===== src/sv/ahmb_pkg.sv =====
// Shared types, constants and helper functions for the aged histogram median background block.
package ahmb_pkg;

   // Field and register widths
   localparam int POS_W    = 10;
   localparam int SAMPLE_W = 8;
   localparam int RATE_W   = 17;
   localparam int W_W      = 48;
   localparam int BG_W     = 8;

   // Stream payload widths, padded to whole bytes
   localparam int REQ_TDATA_W = 24;
   localparam int RSP_TDATA_W = 24;

   // Default sizing
   localparam int POSITIONS_DEF = 1024;
   localparam int BINS_DEF      = 64;
   localparam int BIN_WIDTH_DEF = 4;

   // Q32.16 weight constants
   localparam logic [W_W-1:0]    WMAX     = {W_W{1'b1}};
   localparam logic [W_W-1:0]    ONE_Q16  = W_W'(65536);
   localparam logic [RATE_W-1:0] RATE_ONE = RATE_W'(65536);
   localparam logic [BG_W-1:0]   BG_MAX   = 8'd255;

   // Status of the frame weight unit
   typedef struct packed {
      logic           busy;
      logic [W_W-1:0] cur_weight;
      logic [W_W-1:0] total_weight;
   } age_stat_type;

   typedef logic [7:0] bin_lut_type [256];

   // Sample to bin table, built by counting so no divider is needed
   function automatic bin_lut_type bin_lut(input int bw);
      bin_lut_type lut;
      int bin;
      int cnt;
      bin = 0;
      cnt = 0;
      for (int i = 0; i < 256; i++) begin
         lut[i] = 8'(bin);
         cnt++;
         if (cnt == bw) begin
            cnt = 0;
            bin++;
         end
      end
      return lut;
   endfunction

endpackage


===== src/sv/ahmb_age.sv =====
// Frame weight unit: ages the current weight and accumulates the running total.
module ahmb_age (
   input  logic                          clock,
   input  logic                          reset,
   input  logic                          go,
   input  logic [ahmb_pkg::RATE_W-1:0]   rate,
   output ahmb_pkg::age_stat_type        stat
);

   localparam int W = ahmb_pkg::W_W;

   logic         ph1_ff, ph1_in;
   logic         ph2_ff, ph2_in;
   logic         seen_ff, seen_in;
   logic [W-1:0] cur_ff, cur_in;
   logic [W-1:0] tot_ff, tot_in;
   logic [W:0]   prod_hi_ff;
   logic [16:0]  prod_lo_ff;
   logic [32:0]  lo_full;
   logic [W+1:0] aged_sum;
   logic [W:0]   tot_sum;

   // split multiply: upper 32 bits and lower 16 bits by the rate
   assign lo_full  = 33'(cur_ff[15:0]) * 33'(rate);
   assign aged_sum = (W+2)'(prod_hi_ff) + (W+2)'(prod_lo_ff);
   assign tot_sum  = {1'b0, tot_ff} + {1'b0, cur_ff};

   always_ff @(posedge clock) begin
      if (go) begin
         prod_hi_ff <= (W+1)'(cur_ff[W-1:16]) * (W+1)'(rate);
         prod_lo_ff <= lo_full[32:16];
      end
   end

   // phase 1 saturates the aged weight, phase 2 adds it to the total
   always_comb begin
      ph1_in  = go;
      ph2_in  = ph1_ff;
      seen_in = seen_ff;
      cur_in  = cur_ff;
      tot_in  = tot_ff;
      if (ph1_ff && seen_ff) begin
         cur_in = (aged_sum > (W+2)'(ahmb_pkg::WMAX)) ? ahmb_pkg::WMAX : aged_sum[W-1:0];
      end
      if (ph2_ff) begin
         tot_in  = tot_sum[W] ? ahmb_pkg::WMAX : tot_sum[W-1:0];
         seen_in = 1'b1;
      end
   end

   always_ff @(posedge clock) begin
      if (reset) begin
         ph1_ff  <= 1'b0;
         ph2_ff  <= 1'b0;
         seen_ff <= 1'b0;
         cur_ff  <= ahmb_pkg::ONE_Q16;
         tot_ff  <= '0;
      end else begin
         ph1_ff  <= ph1_in;
         ph2_ff  <= ph2_in;
         seen_ff <= seen_in;
         cur_ff  <= cur_in;
         tot_ff  <= tot_in;
      end
   end

   assign stat.busy         = ph1_ff | ph2_ff;
   assign stat.cur_weight   = cur_ff;
   assign stat.total_weight = tot_ff;

endmodule


===== config.mk =====
export PLATFORM = sky130hd
export DESIGN_NAME = ahmb_age
export DESIGN_NICKNAME = d
export VERILOG_FILES = /design/src/sv/ahmb_pkg.sv /design/src/sv/ahmb_age.sv
export SDC_FILE = /design/constraint.sdc
export NUM_CORES = 2
export LEC_CHECK = 0
export BUFFER_PORTS_ARGS = -buffer_cell sky130_fd_sc_hd__buf_2
export CORE_MARGIN = 2
export CORE_UTILIZATION = 40
export DETAILED_ROUTE_END_ITERATION = 10
export SLEW_MARGIN = 20
export SYNTH_ARGS = -nofsm -noshare
export SYNTH_HDL_FRONTEND = slang
export SYNTH_SLANG_ARGS = --single-unit
export TNS_END_PERCENT = 50

===== constraint.sdc =====
create_clock -name clock -period 19.7 [get_ports clock]
set_clock_uncertainty 0.2 [all_clocks]
set_input_delay 3.94 -clock clock [delete_from_list [all_inputs] [get_ports clock]]
set_output_delay 3.94 -clock clock [all_outputs]
set_load 0.01 [all_outputs]

==> flow_metrics.env <==
export IMPL_ys_async_sr_fraction_pct=0
export IMPL_core_area_um2=86800
export IMPL_grt_pass1_wl_um=153000
export IMPL_fin_crit_ns=11.04
export IMPL_grt_ovfl_total=0
export IMPL_drtIter0Drc=1521
export IMPL_regArea_um2=3970
export IMPL_layout_commonest_cell="inv_1"
export IMPL_htree_levels=4
export IMPL_critical_path_arrival_ns=11.09
export IMPL_power_density_nw_per_um2=34.8
export IMPL_yosysSeqAreaShare_pct=11.3
export IMPL_muxShareOfSynthArea_pct=0
export IMPL_std_cell_rows=108
export IMPL_multiInputGateArea_um2=27200
export IMPL_critical_path_class="in -> reg"
export IMPL_timing_final_crit_share_pct=56.1
export IMPL_antenna_found_initial=2
export IMPL_p_leak_nw=18.3
export IMPL_synthAdderAreaFrac_pct=47.9
export IMPL_via_per_inst=5.19
export IMPL_dp_hpwl_um=69600
export IMPL_internal_power_mw=0.761
export IMPL_cts_buffers_inserted=17
export IMPL_drv_cap=0
export IMPL_synthesis_area_um2=35100
export IMPL_cts_clk_slew_worst_paths_ns=0.08
export IMPL_pwr_share_comb_pct=38.1
export IMPL_hold_viol=0
export IMPL_synthDistinctLibCells=75
export IMPL_irDropWorstVdd_uv=84.9
export IMPL_max_slew_margin_rel_pct=17.8
export IMPL_grt_pass1_vias=27600
export IMPL_tightest_slew_ns=1.23
export IMPL_p_clk_share_pct=28.9
export IMPL_setup_viol=0
export IMPL_port_buffers=116
export IMPL_cts_sinks=165
export IMPL_worstHoldPathCells=2
export IMPL_cts_setup_buffers=0
export IMPL_synth_top_flop_cell="dfxtp_1"
export IMPL_status="completed"
export IMPL_synth_compound_area_share_pct=9.86
export IMPL_synth_cells=4041
export IMPL_yosys_area_share_simple_pct=16.2
export IMPL_ant_nets=0
export IMPL_path_cells="buf_2 > buf_4 > nand2_1 > fa_1 > inv_1 > fa_1 > inv_1 > fa_1 > fa_1 > inv_1 > fa_1 > inv_1 > fa_1 > inv_1 > ha_1 > a21oi_1 > o21ai_0 > a211o_1 > nor4_1 > o311ai_0 > a21oi_1 > o21bai_1 > a21oi_1 > xnor2_1"
export IMPL_layout_setup_ws_ns=8.66
export IMPL_p_total_mw=1.30
export IMPL_grt_setup_unrepaired="no"
export IMPL_swShare_pct=41.4
export IMPL_vias=26900
export IMPL_reg2regPathDepth=20
export IMPL_drc=0
export IMPL_track_usage_pct=21.7
export IMPL_layout_nets=4992
export IMPL_dr_pass1_iters=6
export IMPL_clock_path_buffers=2
export IMPL_crit_fanout=26
export IMPL_hold_buffers=0
export IMPL_fmax_mhz=90.5
export IMPL_cts_resized=0
export IMPL_p_seq_share_pct=33.0
export IMPL_diodes=0
export IMPL_hold_class="reg -> reg"
export IMPL_yosys_warnings=0
export IMPL_critPathLaunchType="input pin"
export IMPL_syn_to_final_growth_pct=6.42
export IMPL_gp_congestion=0.867
export IMPL_dieWidth_um=300
export IMPL_synth_xor_area_share_pct=3.45
export IMPL_wirelength_um=94300
export IMPL_tritoncts="built"
export IMPL_die_h_um=300
export IMPL_grt_max_degree=68
export IMPL_start_util_pct=40.4
export IMPL_synth_edff_count=66
export IMPL_cp_required_ns=19.75
export IMPL_crit_top_cell="fa_1"
export IMPL_synth_avg_cell_area_um2=8.68
export IMPL_die_area_um2=90000
export IMPL_synth_seq_cells=165
export IMPL_ios=117
export IMPL_drv_slew=0
export IMPL_cts_root_buf="clkbuf_16"
export IMPL_synth_top_family_by_area="adder cells"
export IMPL_routedWlPerCell_um=18.2
export IMPL_preCtsSetupSlack_ns=8.21
export IMPL_fillers=8712
export IMPL_slowest_delay_ns=0.68
export IMPL_p_switching_mw=0.537
export IMPL_clk_latency_ns=0.51
export IMPL_crit_path_top_delay_cell="nor4_1"
export IMPL_final_cell_mix="inv_1, fa_1, nand2_1"
export IMPL_tns_ns=0
export IMPL_synth_fp_nets=5009
export IMPL_layout_drive_gt1_share_pct=5.72
export IMPL_worstSetupEndpointType="flop"
[cell usage after synthesis (66+ instances only)]
cell,number,share of area [%]
and2_1,305,5.4
o21ai_0,114,1.6
inv_1,838,9.0
xnor2_1,73,1.8
edfxtp_1,66,5.7
nand2_1,612,6.6
dfxtp_1,99,5.7
a21oi_1,182,2.6
ha_1,290,10
fa_1,658,38
clkbuf_1,193,2.1
nor2_1,114,1.2
[final cells by class]
cell class	count	area share, %
Multi-Input combinational cell	2836	72.8
Sequential cell	165	10.6
Inverter	838	8.43
Tap cell	1155	3.87
Timing Repair Buffer	166	2.57
Clock buffer	18	1.21
Clock inverter	14	0.463
[kinds of logic (layout without fill, tap and decap cells)]
| family | count (synthesis) | in the layout |
|---|---|---|
| XOR/XNOR | 138 | 138 |
| AND/OR/NAND/NOR | 1207 | 1207 |
| adder cells (fa/ha/maj) | 948 | 948 |
| flip-flops | 165 | 165 |
| buffers and inverters | 1040 | 1036 |
| AO/OA/AOI/OAI | 543 | 543 |
[layer usage]
layer	share of wire (%)	vias up	global-route usage, %
li1	-	12400	-
met2	48	702	36.6
met1	45	13700	29.7
met4	2.2	0	5.40
met3	5.0	108	2.56
met5	0	-	0
[flip-flops by register name, indices dropped and copies added (netlist names)]
register and flops:
tot_ff 48, ph2_ff 1, ph1_ff 1, prod_hi_ff 49, cur_ff 48, prod_lo_ff 17, seen_ff 1
[worst paths after layout]
| path | end | slack [ns] | start |
|---|---|---|---|
| worst max register to register | prod_hi_ff[43] | 11.82 | cur_ff[22] |
| worst max-delay path | prod_lo_ff[11] | 8.66 | rate[13] |
| worst min register to register | seen_ff | 0.26 | seen_ff |
| worst min-delay path | seen_ff | 0.26 | seen_ff |
[worst max-delay path: cells and delay by family]
kind / cells / cell delay [ns]
simple gates: 2 / 0.81
compound gates: 7 / 1.65
fa+ha+maj: 7 / 3.33
buf+inv: 7 / 1.26
xor+xnor: 1 / 0.08
[through the flow]
step / util, % / instance area (µm²) / std cells / hold WS, ns
after floorplan: - / 35100 / 4041 / 0.228
after global placement: 42.3 / 36700 / 5160 / 0.243
after detailed placement: 42.3 / 36700 / 5160 / 0.254
after CTS: 43.0 / 37300 / 5192 / 0.273
after global routing: 43.0 / 37300 / 5192 / 0.321
final: 43.0 / 37300 / 5192 / 0.265
[power groups by stage]
| stage | logic (mW) | clock network [mW] | registers (mW) |
|---|---|---|---|
| 5_1_grt | 0.564 | 0.390 | 0.431 |
| 3_3_place_gp | 0.488 | 0 | 0.435 |
| 3_5_place_dp | 0.492 | 0 | 0.435 |
| 4_1_cts | 0.497 | 0.383 | 0.428 |
| 6_report | 0.495 | 0.375 | 0.428 |
| 2_1_floorplan | 0.360 | 0 | 0.420 |
No activity file was read; power rests on OpenSTA's default activity.
