--- src/sv/ahmb_ram.sv ---
// Generic single-write, single-read synchronous RAM with registered read data.
module ahmb_ram #(
   parameter int WIDTH  = 8,
   parameter int DEPTH  = 2,
   parameter int ADDR_W = 1
) (
   input  logic              clock,
   input  logic              wr_en,
   input  logic [ADDR_W-1:0] wr_addr,
   input  logic [WIDTH-1:0]  wr_data,
   input  logic              rd_en,
   input  logic [ADDR_W-1:0] rd_addr,
   output logic [WIDTH-1:0]  rd_data
);

   logic [WIDTH-1:0] mem_ff [DEPTH];
   logic [WIDTH-1:0] rd_data_ff;

   // write port
   always_ff @(posedge clock) begin
      if (wr_en) begin
         mem_ff[wr_addr] <= wr_data;
      end
   end

   // read port, old data on a same-address collision
   always_ff @(posedge clock) begin
      if (rd_en) begin
         rd_data_ff <= mem_ff[rd_addr];
      end
   end

   assign rd_data = rd_data_ff;

endmodule

--- config.mk ---
export PLATFORM = sky130hd
export DESIGN_NAME = ahmb_ram
export DESIGN_NICKNAME = d
export VERILOG_FILES = /design/src/sv/ahmb_ram.sv
export SDC_FILE = /design/constraint.sdc
export NUM_CORES = 1
export LEC_CHECK = 0
export BUFFER_PORTS_ARGS = -buffer_cell sky130_fd_sc_hd__buf_2
export CAP_MARGIN = 20
export CORE_MARGIN = 4
export CORE_UTILIZATION = 50
export DETAILED_ROUTE_END_ITERATION = 7
export GPL_TIMING_DRIVEN = 0
export PLACE_DENSITY = 0.77
export SLEW_MARGIN = 20
export SYNTH_ARGS = -nofsm -noshare
export SYNTH_HDL_FRONTEND = slang
export SYNTH_SLANG_ARGS = --single-unit
--- constraint.sdc ---
create_clock -name clock -period 1.3 [get_ports clock]
set_input_delay 0.195 -clock clock [delete_from_list [all_inputs] [get_ports clock]]
set_output_delay 0.195 -clock clock [all_outputs]
set_load 0.01 [all_outputs]
==> results of run 1 <==
## cells in the mapped netlist, drive strengths merged
cell type	n	area share (%)
nor2b	1	0.72
and2	1	0.72
buf	1	1.3
mux2	8	14
edfxtp	24	83
## state kept, by name (all words and copies together), names as in the netlist
signal and flops:
rd_data 8, mem_ff 16
## cell families after synthesis
kind of cell           share of synthesized area (%)
flip-flops                                      83.4
AND/OR/NAND/NOR                                 1.45
multiplexers                                    13.9
buffers and inverters                           1.30
## power breakdown
part	total [µW]	leakage, µW	internal, µW	switching, µW
registers	925	0.000228	913	11.7
logic	108	0.000151	60.8	47.2
clock network	294	0.0000138	108	186
## final cells by class
type / instances / share of cell area [%]
clock buffer: 3 / 2.25
timing repair buffer: 19 / 9.49
tap: 16 / 2.00
buffer: 1 / 1.12
multi-input combinational: 10 / 13.2
sequential: 24 / 71.9
## final timing paths
check / start / end / slack, ns / cells after the start
max: rd_data[7] / rd_data[7] / 0.29 / 1
min: wr_data[3] / mem_ff[1][3] / 0.08 / 1
max reg2reg: mem_ff[0][0] / rd_data[0] / 0.41 / 1
min reg2reg: mem_ff[0][2] / rd_data[2] / 0.56 / 1
## through the flow
step	instance area, µm²	setup WS, ns	hold slack (ns)	std cells	util, %
finish	1000	0.293	0.0777	73	63.6
global placement	980	0.0708	0.383	70	62.1
floorplan	865	0.312	0.294	35	-
CTS	1000	0.269	0.0660	73	63.6
detailed placement	980	0.0475	0.387	70	62.1
global route	1000	0.217	0.0563	73	63.6
## metal layers
layer	wire length [µm]	GRT usage, %	vias to the layer above
li1	-	-	182
met1	432	9.64	171
met2	477	13.9	16
met3	74	2.11	0
met4	0	5.53	0
met5	0	0	-
==> impl_metrics.env, run 1 <==
export IMPL_nets=72
export IMPL_fp_dieArea_um2=2460
export IMPL_worstPathMaxFanout=1
export IMPL_cts_made_buffers=3
export IMPL_syn_std_cell_area_um2=865
export IMPL_tightestPinTransition_ns=0.691
export IMPL_multi_input_area_um2=133
export IMPL_wire_length_of_the_first_global_routing_pass_um=1530
export IMPL_track_usage_pct=8.43
export IMPL_ctsRootBufferMaster="sky130_fd_sc_hd__clkbuf_4"
export IMPL_period_share_pct=77.4
export IMPL_number_of_global_route_vias_before_repair=361
export IMPL_detail_route_first_pass_iterations=4
export IMPL_tritoncts="done"
export IMPL_clock_sinks=24
export IMPL_finalCriticalPeriod_ns=1.01
export IMPL_port_buffer_count=19
export IMPL_clk_latency_ns=0.30
export IMPL_final_hold_violation_count=0
export IMPL_drcViolationCount=0
export IMPL_max_clock_path_buffers=2
export IMPL_ir_drop_mv=0.903
export IMPL_leading_cell_types_in_the_layout_fill_and_taps_excluded="sky130_fd_sc_hd__edfxtp_1 (24), sky130_fd_sc_hd__buf_2 (19), sky130_fd_sc_hd__mux2_4 (8)"
export IMPL_power_density_nw_per_um2=1320
export IMPL_grt_setup_unrepaired="false"
export IMPL_dr_first_iter_drc_count=2
export IMPL_worst_endpoint_required_ns=1.11
export IMPL_report_final_setup_viol=0
export IMPL_p_total_uw=1330
export IMPL_design_core_area_um2=1580
export IMPL_worst_setup_path_end_kind="output port"
export IMPL_route_detailed_wl_per_inst_um=13.5
export IMPL_start_util_pct=54.8
export IMPL_timing_critical_path_max_delay_family="flip-flops"
export IMPL_postRouteWirelength_um=983
export IMPL_crit_path_cell_trace="buf_2"
export IMPL_buffers_inverters_on_critical_path=1
export IMPL_final_max_slew_violation_count=0
export IMPL_flow_area_growth_from_synthesis_pct=15.9
export IMPL_final_antenna_net_count=0
export IMPL_drive_gt1_share_pct=54.4
export IMPL_die_wd_um=49.6
export IMPL_postSynthCellCount=35
export IMPL_crit_type="reg -> out"
export IMPL_rows=14
export IMPL_status="complete, no violations"
export IMPL_cap_viol_max_count=0
export IMPL_critical_path_slowest_cell="sky130_fd_sc_hd__edfxtp_1"
export IMPL_hold_class="in -> reg"
export IMPL_final_setup_tns_ns=0
export IMPL_post_cts_resized=0
export IMPL_syn_area_per_cell_um2=24.7
export IMPL_synth_lib_cells_used_distinct=5
export IMPL_regArea_um2=721
export IMPL_seq_area_frac_synth_pct=83.4
export IMPL_clock_fmax_mhz=994
export IMPL_viasPerCell=5.05
export IMPL_crit_path_max_incr_delay_ns=0.37
export IMPL_pin_count_of_the_biggest_net_entering_global_routing=13
export IMPL_final_common_cell="sky130_fd_sc_hd__edfxtp_1"
export IMPL_syn_nets=48
export IMPL_cts_htree_levels=1
export IMPL_number_of_flip_flops_and_latches_in_the_synthesized_netlist=24
export IMPL_gpl_final_weighted_congestion=0.615
export IMPL_yosysWarningCount=0
export IMPL_total_leakage_power_uw=0.000394
export IMPL_max_slew_margin_rel_pct=53.8
export IMPL_io_pins=21
export IMPL_vias=369
export IMPL_globalRoute_totalOverflow=0
export IMPL_clkSlewWorstSetupHoldPaths_ns=0.11
export IMPL_n_antenna_cell=0
export IMPL_crit_arrival_ns=0.81
export IMPL_antenna_found_initial=0
export IMPL_crit_path_start_kind="flop"
export IMPL_die_h_um=49.6
export IMPL_hold_buffers=0
export IMPL_clock_skew_final_ns=0.00451
export IMPL_cts_post_setup_buffers_inserted=0
export IMPL_nFillCells=113
No activity file was read; power rests on OpenSTA's default activity.
==> run 2, diff against run 1 <==
- CORE_UTILIZATION: 50 -> 45
- PLACE_DENSITY: 0.77 -> 0.74
- clock period: 1.3 -> 0.9 ns (I/O delays scaled with it)
==> impl_metrics.env, run 2 (synthesis gave the netlist of run 1 again) <==
export IMPL_status="finished with violations"
export IMPL_violations="setup timing"
export IMPL_tritoncts="done"
export IMPL_dr_first_iter_drc_count=2
export IMPL_crit_path_end="rd_data[6]"
export IMPL_critical_path_slowest_cell="sky130_fd_sc_hd__edfxtp_1"
export IMPL_cts_htree_levels=1
export IMPL_final_common_cell="sky130_fd_sc_hd__edfxtp_1"
export IMPL_crit_path_cell_trace="buf_2"
export IMPL_final_antenna_net_count=0
export IMPL_tightestPinTransition_ns=0.417
export IMPL_flow_area_growth_from_synthesis_pct=18.7
export IMPL_n_antenna_cell=0
export IMPL_final_hold_worst_slack_ns=0.0203
export IMPL_hold_class="in -> reg"
export IMPL_detail_route_first_pass_iterations=2
export IMPL_power_density_nw_per_um2=1870
export IMPL_met2_wirelength_from_detailed_routing_um=421
export IMPL_clk_latency_ns=0.29
export IMPL_leading_cell_types_in_the_layout_fill_and_taps_excluded="sky130_fd_sc_hd__edfxtp_1 (24), sky130_fd_sc_hd__buf_2 (19), sky130_fd_sc_hd__mux2_4 (8)"
export IMPL_drcViolationCount=0
export IMPL_cap_viol_max_count=0
export IMPL_final_max_slew_violation_count=0
export IMPL_die_wd_um=51.8
export IMPL_crit_path_start_kind="flop"
export IMPL_design_core_area_um2=1760
export IMPL_route_detailed_wl_per_inst_um=11.0
export IMPL_post_cts_resized=0
export IMPL_worst_endpoint_required_ns=0.76
export IMPL_crit_arrival_ns=0.81
export IMPL_rows=15
export IMPL_met3_length_um=97
export IMPL_io_pins=21
export IMPL_clock_sinks=24
export IMPL_ctsRootBufferMaster="sky130_fd_sc_hd__clkbuf_4"
export IMPL_number_of_global_route_vias_before_repair=358
export IMPL_pin_count_of_the_biggest_net_entering_global_routing=13
export IMPL_worst_r2r_path_depth=1
export IMPL_period_share_pct=105
export IMPL_antenna_found_initial=0
export IMPL_timing_critical_path_max_delay_family="flip-flops"
export IMPL_final_hold_violation_count=0
export IMPL_holdCritStartpoint="wr_data[7]"
export IMPL_max_clock_path_buffers=2
export IMPL_clock_skew_final_ns=0.000895
export IMPL_r2r_start="mem_ff[0][6]"
export IMPL_largest_register_ff_count=16
export IMPL_crit_path_max_incr_delay_ns=0.37
export IMPL_worst_setup_path_startpoint="rd_data[6]"
export IMPL_finish_utilization_pct=58.2
export IMPL_worst_setup_path_end_kind="output port"
export IMPL_cts_made_buffers=3
export IMPL_ir_drop_mv=1.29
export IMPL_finalCriticalPeriod_ns=0.945
export IMPL_clkSlewWorstSetupHoldPaths_ns=0.11
export IMPL_crit_type="reg -> out"
export IMPL_fp_dieArea_um2=2690
export IMPL_max_slew_margin_rel_pct=72.1
export IMPL_start_util_pct=49.0
export IMPL_buffers_inverters_on_critical_path=1
export IMPL_cts_post_setup_buffers_inserted=0
export IMPL_gpl_final_weighted_congestion=0.611
export IMPL_die_h_um=51.8
export IMPL_total_leakage_power_uw=0.000399
export IMPL_setup_ws_ns=-0.0452
export IMPL_track_usage_pct=8.00
export IMPL_port_buffer_count=19
export IMPL_max_flop_register="mem_ff"
export IMPL_postRouteWirelength_um=915
export IMPL_worstPathMaxFanout=1
export IMPL_report_final_setup_viol=8
export IMPL_nets=73
export IMPL_reg2reg_setup_slack_ns=0
export IMPL_wire_length_of_the_first_global_routing_pass_um=1530
export IMPL_vias=357
export IMPL_critical_path_reg2reg_endpoint="rd_data[6]"
export IMPL_viasPerCell=4.30
export IMPL_clock_fmax_mhz=1060
export IMPL_nFillCells=149
export IMPL_grt_setup_unrepaired="true"
export IMPL_path_depth=1
export IMPL_drive_gt1_share_pct=55.2
export IMPL_met1Wirelength_um=396
export IMPL_topRoutingLayerUsed="met3"
export IMPL_globalRoute_totalOverflow=0
## run 2: metrics by stage
step / total power, µW / setup TNS, ns / instances / instance area [µm²] / setup slack, ns
detailed placement: 1520 / -0.844 / 79 / 993 / -0.0701
CTS: 1930 / -0.384 / 82 / 1020 / -0.0599
global route: 2000 / -0.744 / 83 / 1030 / -0.104
global placement: 1520 / -0.686 / 79 / 993 / -0.0583
finish: 1920 / -0.280 / 83 / 1030 / -0.0452
floorplan: 1450 / 0 / 35 / 867 / 0.0496
## run 2: how the worst min path moves through the flow
stage	endpoint	slack (ns)	depth (start not counted)
floorplan	mem_ff[0][0]	0.23	0
global placement	mem_ff[0][6]	0.32	1
detailed placement	mem_ff[0][3]	0.33	1
CTS	mem_ff[1][3]	0.01	1
global route	mem_ff[1][7]	0.0005	1
finish	mem_ff[1][7]	0.02	1
## run 2: final cells by class
type	count	area [µm²]	share of cell area, %
Buffer	1	11.3	1.10
Clock buffer	3	22.5	2.20
Multi-Input combinational cell	10	135	13.2
Sequential cell	24	721	70.2
Tap cell	25	31.3	3.05
Timing Repair Buffer	20	105	10.2
## run 2: repair_timing
action / in CTS / in global routing
hold buffers: 0 / 1
pin swaps: 0 / 0
endpoints found under the setup margin: 9 / 14
endpoints found under the hold margin: 0 / 2
## run 2: metal layers
layer / global-route usage [%] / up-vias
met5: 0 / -
met4: 2.62 / 0
met3: 3.72 / 0
met2: 12.3 / 18
met1: 9.89 / 157
li1: - / 182
## run 2: report_power, final
part	switching [µW]	total [µW]	internal [µW]
combinational	69.3	161	91.3
clock	267	422	156
sequential	15.4	1330	1320
==> run 3, diff against run 2 <==
- ABC_AREA: not set -> 1
- CORE_UTILIZATION: 45 -> 44
- PLACE_DENSITY: 0.74 -> 0.73
==> impl_metrics.env, run 3 <==
export IMPL_status="finished with violations"
export IMPL_violations="setup timing"
export IMPL_buffers_inverters_on_critical_path=1
export IMPL_detail_route_first_pass_iterations=2
export IMPL_ctsRootBufferMaster="sky130_fd_sc_hd__clkbuf_4"
export IMPL_synth_top_cells_by_count="sky130_fd_sc_hd__nand2_1 (25), sky130_fd_sc_hd__edfxtp_1 (24), sky130_fd_sc_hd__inv_1 (2)"
export IMPL_flow_area_growth_from_synthesis_pct=18.9
export IMPL_cap_viol_max_count=0
export IMPL_clock_fmax_mhz=1050
export IMPL_post_place_cells=98
export IMPL_regArea_um2=721
export IMPL_nFillCells=170
export IMPL_placed_area_um2=967
export IMPL_crit_path_max_incr_delay_ns=0.38
export IMPL_final_common_cell="sky130_fd_sc_hd__nand2_1"
export IMPL_critical_path_slowest_cell="sky130_fd_sc_hd__edfxtp_1"
export IMPL_number_of_flip_flops_and_latches_in_the_synthesized_netlist=24
export IMPL_pin_count_of_the_biggest_net_entering_global_routing=13
export IMPL_start_util_pct=47.7
export IMPL_number_of_global_route_vias_before_repair=408
export IMPL_gpl_final_weighted_congestion=0.705
export IMPL_worst_setup_path_end_kind="output port"
export IMPL_grt_setup_unrepaired="true"
export IMPL_leading_cell_types_in_the_layout_fill_and_taps_excluded="sky130_fd_sc_hd__nand2_1 (25), sky130_fd_sc_hd__edfxtp_1 (24), sky130_fd_sc_hd__buf_2 (19)"
export IMPL_synth_top_cell_area_share_pct=85.7
export IMPL_final_area_um2=1000
export IMPL_clkSlewWorstSetupHoldPaths_ns=0.11
export IMPL_largest_register_ff_count=16
export IMPL_crit_type="reg -> out"
export IMPL_io_pins=21
export IMPL_max_flop_register="mem_ff"
export IMPL_max_clock_path_buffers=2
export IMPL_ir_drop_mv=1.13
export IMPL_ys_dominant_reg_cell="sky130_fd_sc_hd__edfxtp_1"
export IMPL_crit_path_start_kind="flop"
export IMPL_final_antenna_net_count=0
export IMPL_crit_arrival_ns=0.82
export IMPL_clock_skew_final_ns=0.00146
export IMPL_synth_most_common_cell="sky130_fd_sc_hd__nand2_1"
export IMPL_die_h_um=51.7
export IMPL_synth_area_top_cells="sky130_fd_sc_hd__edfxtp_1 (86%), sky130_fd_sc_hd__nand2_1 (11%), sky130_fd_sc_hd__buf_6 (1.3%), sky130_fd_sc_hd__inv_1 (0.89%), sky130_fd_sc_hd__inv_2 (0.45%)"
export IMPL_final_max_slew_violation_count=0
export IMPL_syn_nets=67
export IMPL_die_wd_um=51.7
export IMPL_clock_sinks=24
export IMPL_seq_area_frac_synth_pct=85.7
export IMPL_report_final_setup_viol=8
export IMPL_timing_critical_path_max_delay_family="flip-flops"
export IMPL_cts_made_buffers=3
export IMPL_tightestPinTransition_ns=0.645
export IMPL_cts_htree_levels=1
export IMPL_worstPathMaxFanout=1
export IMPL_antenna_found_initial=0
export IMPL_design_core_area_um2=1760
export IMPL_synth_lib_cells_used_distinct=6
export IMPL_async_flop_share_pct=0
export IMPL_n_antenna_cell=0
export IMPL_syn_std_cell_area_um2=841
export IMPL_finalCriticalPeriod_ns=0.956
export IMPL_fp_dieArea_um2=2670
export IMPL_globalRoute_totalOverflow=0
export IMPL_postSynthCellCount=54
export IMPL_wire_length_of_the_first_global_routing_pass_um=1640
export IMPL_total_leakage_power_uw=0.000421
export IMPL_yosysWarningCount=0
export IMPL_route_detailed_wl_per_inst_um=10.4
export IMPL_clk_latency_ns=0.30
export IMPL_postRouteWirelength_um=1060
export IMPL_dp_hpwl_um=759
export IMPL_tritoncts="done"
export IMPL_final_hold_violation_count=0
export IMPL_drcViolationCount=0
export IMPL_max_slew_margin_rel_pct=56.8
export IMPL_layoutNonFillerInstCount=102
export IMPL_vias=432
export IMPL_viasPerCell=4.24
export IMPL_final_setup_tns_ns=-0.361
export IMPL_hold_class="in -> reg"
export IMPL_drive_gt1_share_pct=31.2
export IMPL_track_usage_pct=8.71
export IMPL_synth_edf_count=24
export IMPL_power_density_nw_per_um2=1910
export IMPL_syn_area_per_cell_um2=15.6
export IMPL_crit_path_cell_trace="buf_2"
export IMPL_final_hold_worst_slack_ns=0.0151
export IMPL_setup_ws_ns=-0.0561
export IMPL_port_buffer_count=19
export IMPL_period_share_pct=106
export IMPL_nets=92
export IMPL_rows=15
export IMPL_worst_endpoint_required_ns=0.76
export IMPL_synth_top_cell_by_area="sky130_fd_sc_hd__edfxtp_1"
export IMPL_dr_first_iter_drc_count=3
export IMPL_multi_input_area_um2=97.6
-- run 3: cell count changes in the layout (fill, tap and decap cells not counted) --
cell / before / now
sky130_fd_sc_hd__nor2b_2: 1 / 0
sky130_fd_sc_hd__inv_1: 0 / 2
sky130_fd_sc_hd__inv_2: 0 / 1
sky130_fd_sc_hd__nor2_1: 0 / 1
sky130_fd_sc_hd__and2_1: 1 / 0
sky130_fd_sc_hd__nand2_1: 0 / 25
sky130_fd_sc_hd__mux2_4: 8 / 0
-- run 3: path summary, 6_finish.rpt --
| check | from | endpoint | slack (ns) | depth (start not counted) |
|---|---|---|---|---|
| max | rd_data[2] | rd_data[2] | -0.06 | 1 |
| min | wr_data[4] | mem_ff[1][4] | 0.02 | 1 |
| max reg2reg | mem_ff[1][7] | rd_data[7] | 0.16 | 2 |
| min reg2reg | mem_ff[0][0] | rd_data[0] | 0.52 | 2 |
-- run 3: logic make-up (layout without fill, tap and decap cells) --
logic type | count (synthesis) | after routing | synth area share [%]
buf+inv | 4 | 27 | 2.68
flops | 24 | 24 | 85.7
simple gates | 26 | 26 | 11.6
-- run 3: power breakdown --
part           total (µW)  internal, µW  switching (µW)
clock network         437           156             281
logic                 136          56.7            79.6
registers            1330          1320            16.1
total                1910          1530             377
-- run 3: final cells by class --
class	instances	share of cell area (%)
plain buffers	1	1.13
clock buffers	3	2.25
inverters	3	1.13
multi-input cells	26	9.76
flip-flops and latches	24	72.1
well taps	25	3.13
repair buffers	20	10.5
-- run 3: timing repair --
action                                  CTS  global route
setup buffers                             0             0
cloned                                    0             0
endpoints found under the setup margin    8             8
resized for setup                         0             0
pin swaps                                 0             0
hold endpoints to repair                  0             1
hold buffers                              0             1
-- run 3: layer usage --
metal  routed length (µm)  global-route usage, %  part of all wire (%)  vias to the layer above
li1                     -                      -                     -                      229
met1                  475                   9.11                    45                      181
met2                  486                   14.6                    46                       18
met3                   58                   1.72                   5.5                        4
met4                   42                   7.86                   4.0                        0
met5                    0                      0                     0                        -
-- run 3: metrics by stage --
step | util [%] | power [µW] | worst slack [ns]
after floorplan | - | 1430 | 0.00510
after global placement | 54.8 | 1490 | -0.232
after detailed placement | 54.8 | 1500 | -0.248
after CTS | 56.1 | 1920 | -0.0735
after global routing | 56.7 | 1990 | -0.0979
final | 56.7 | 1910 | -0.0561
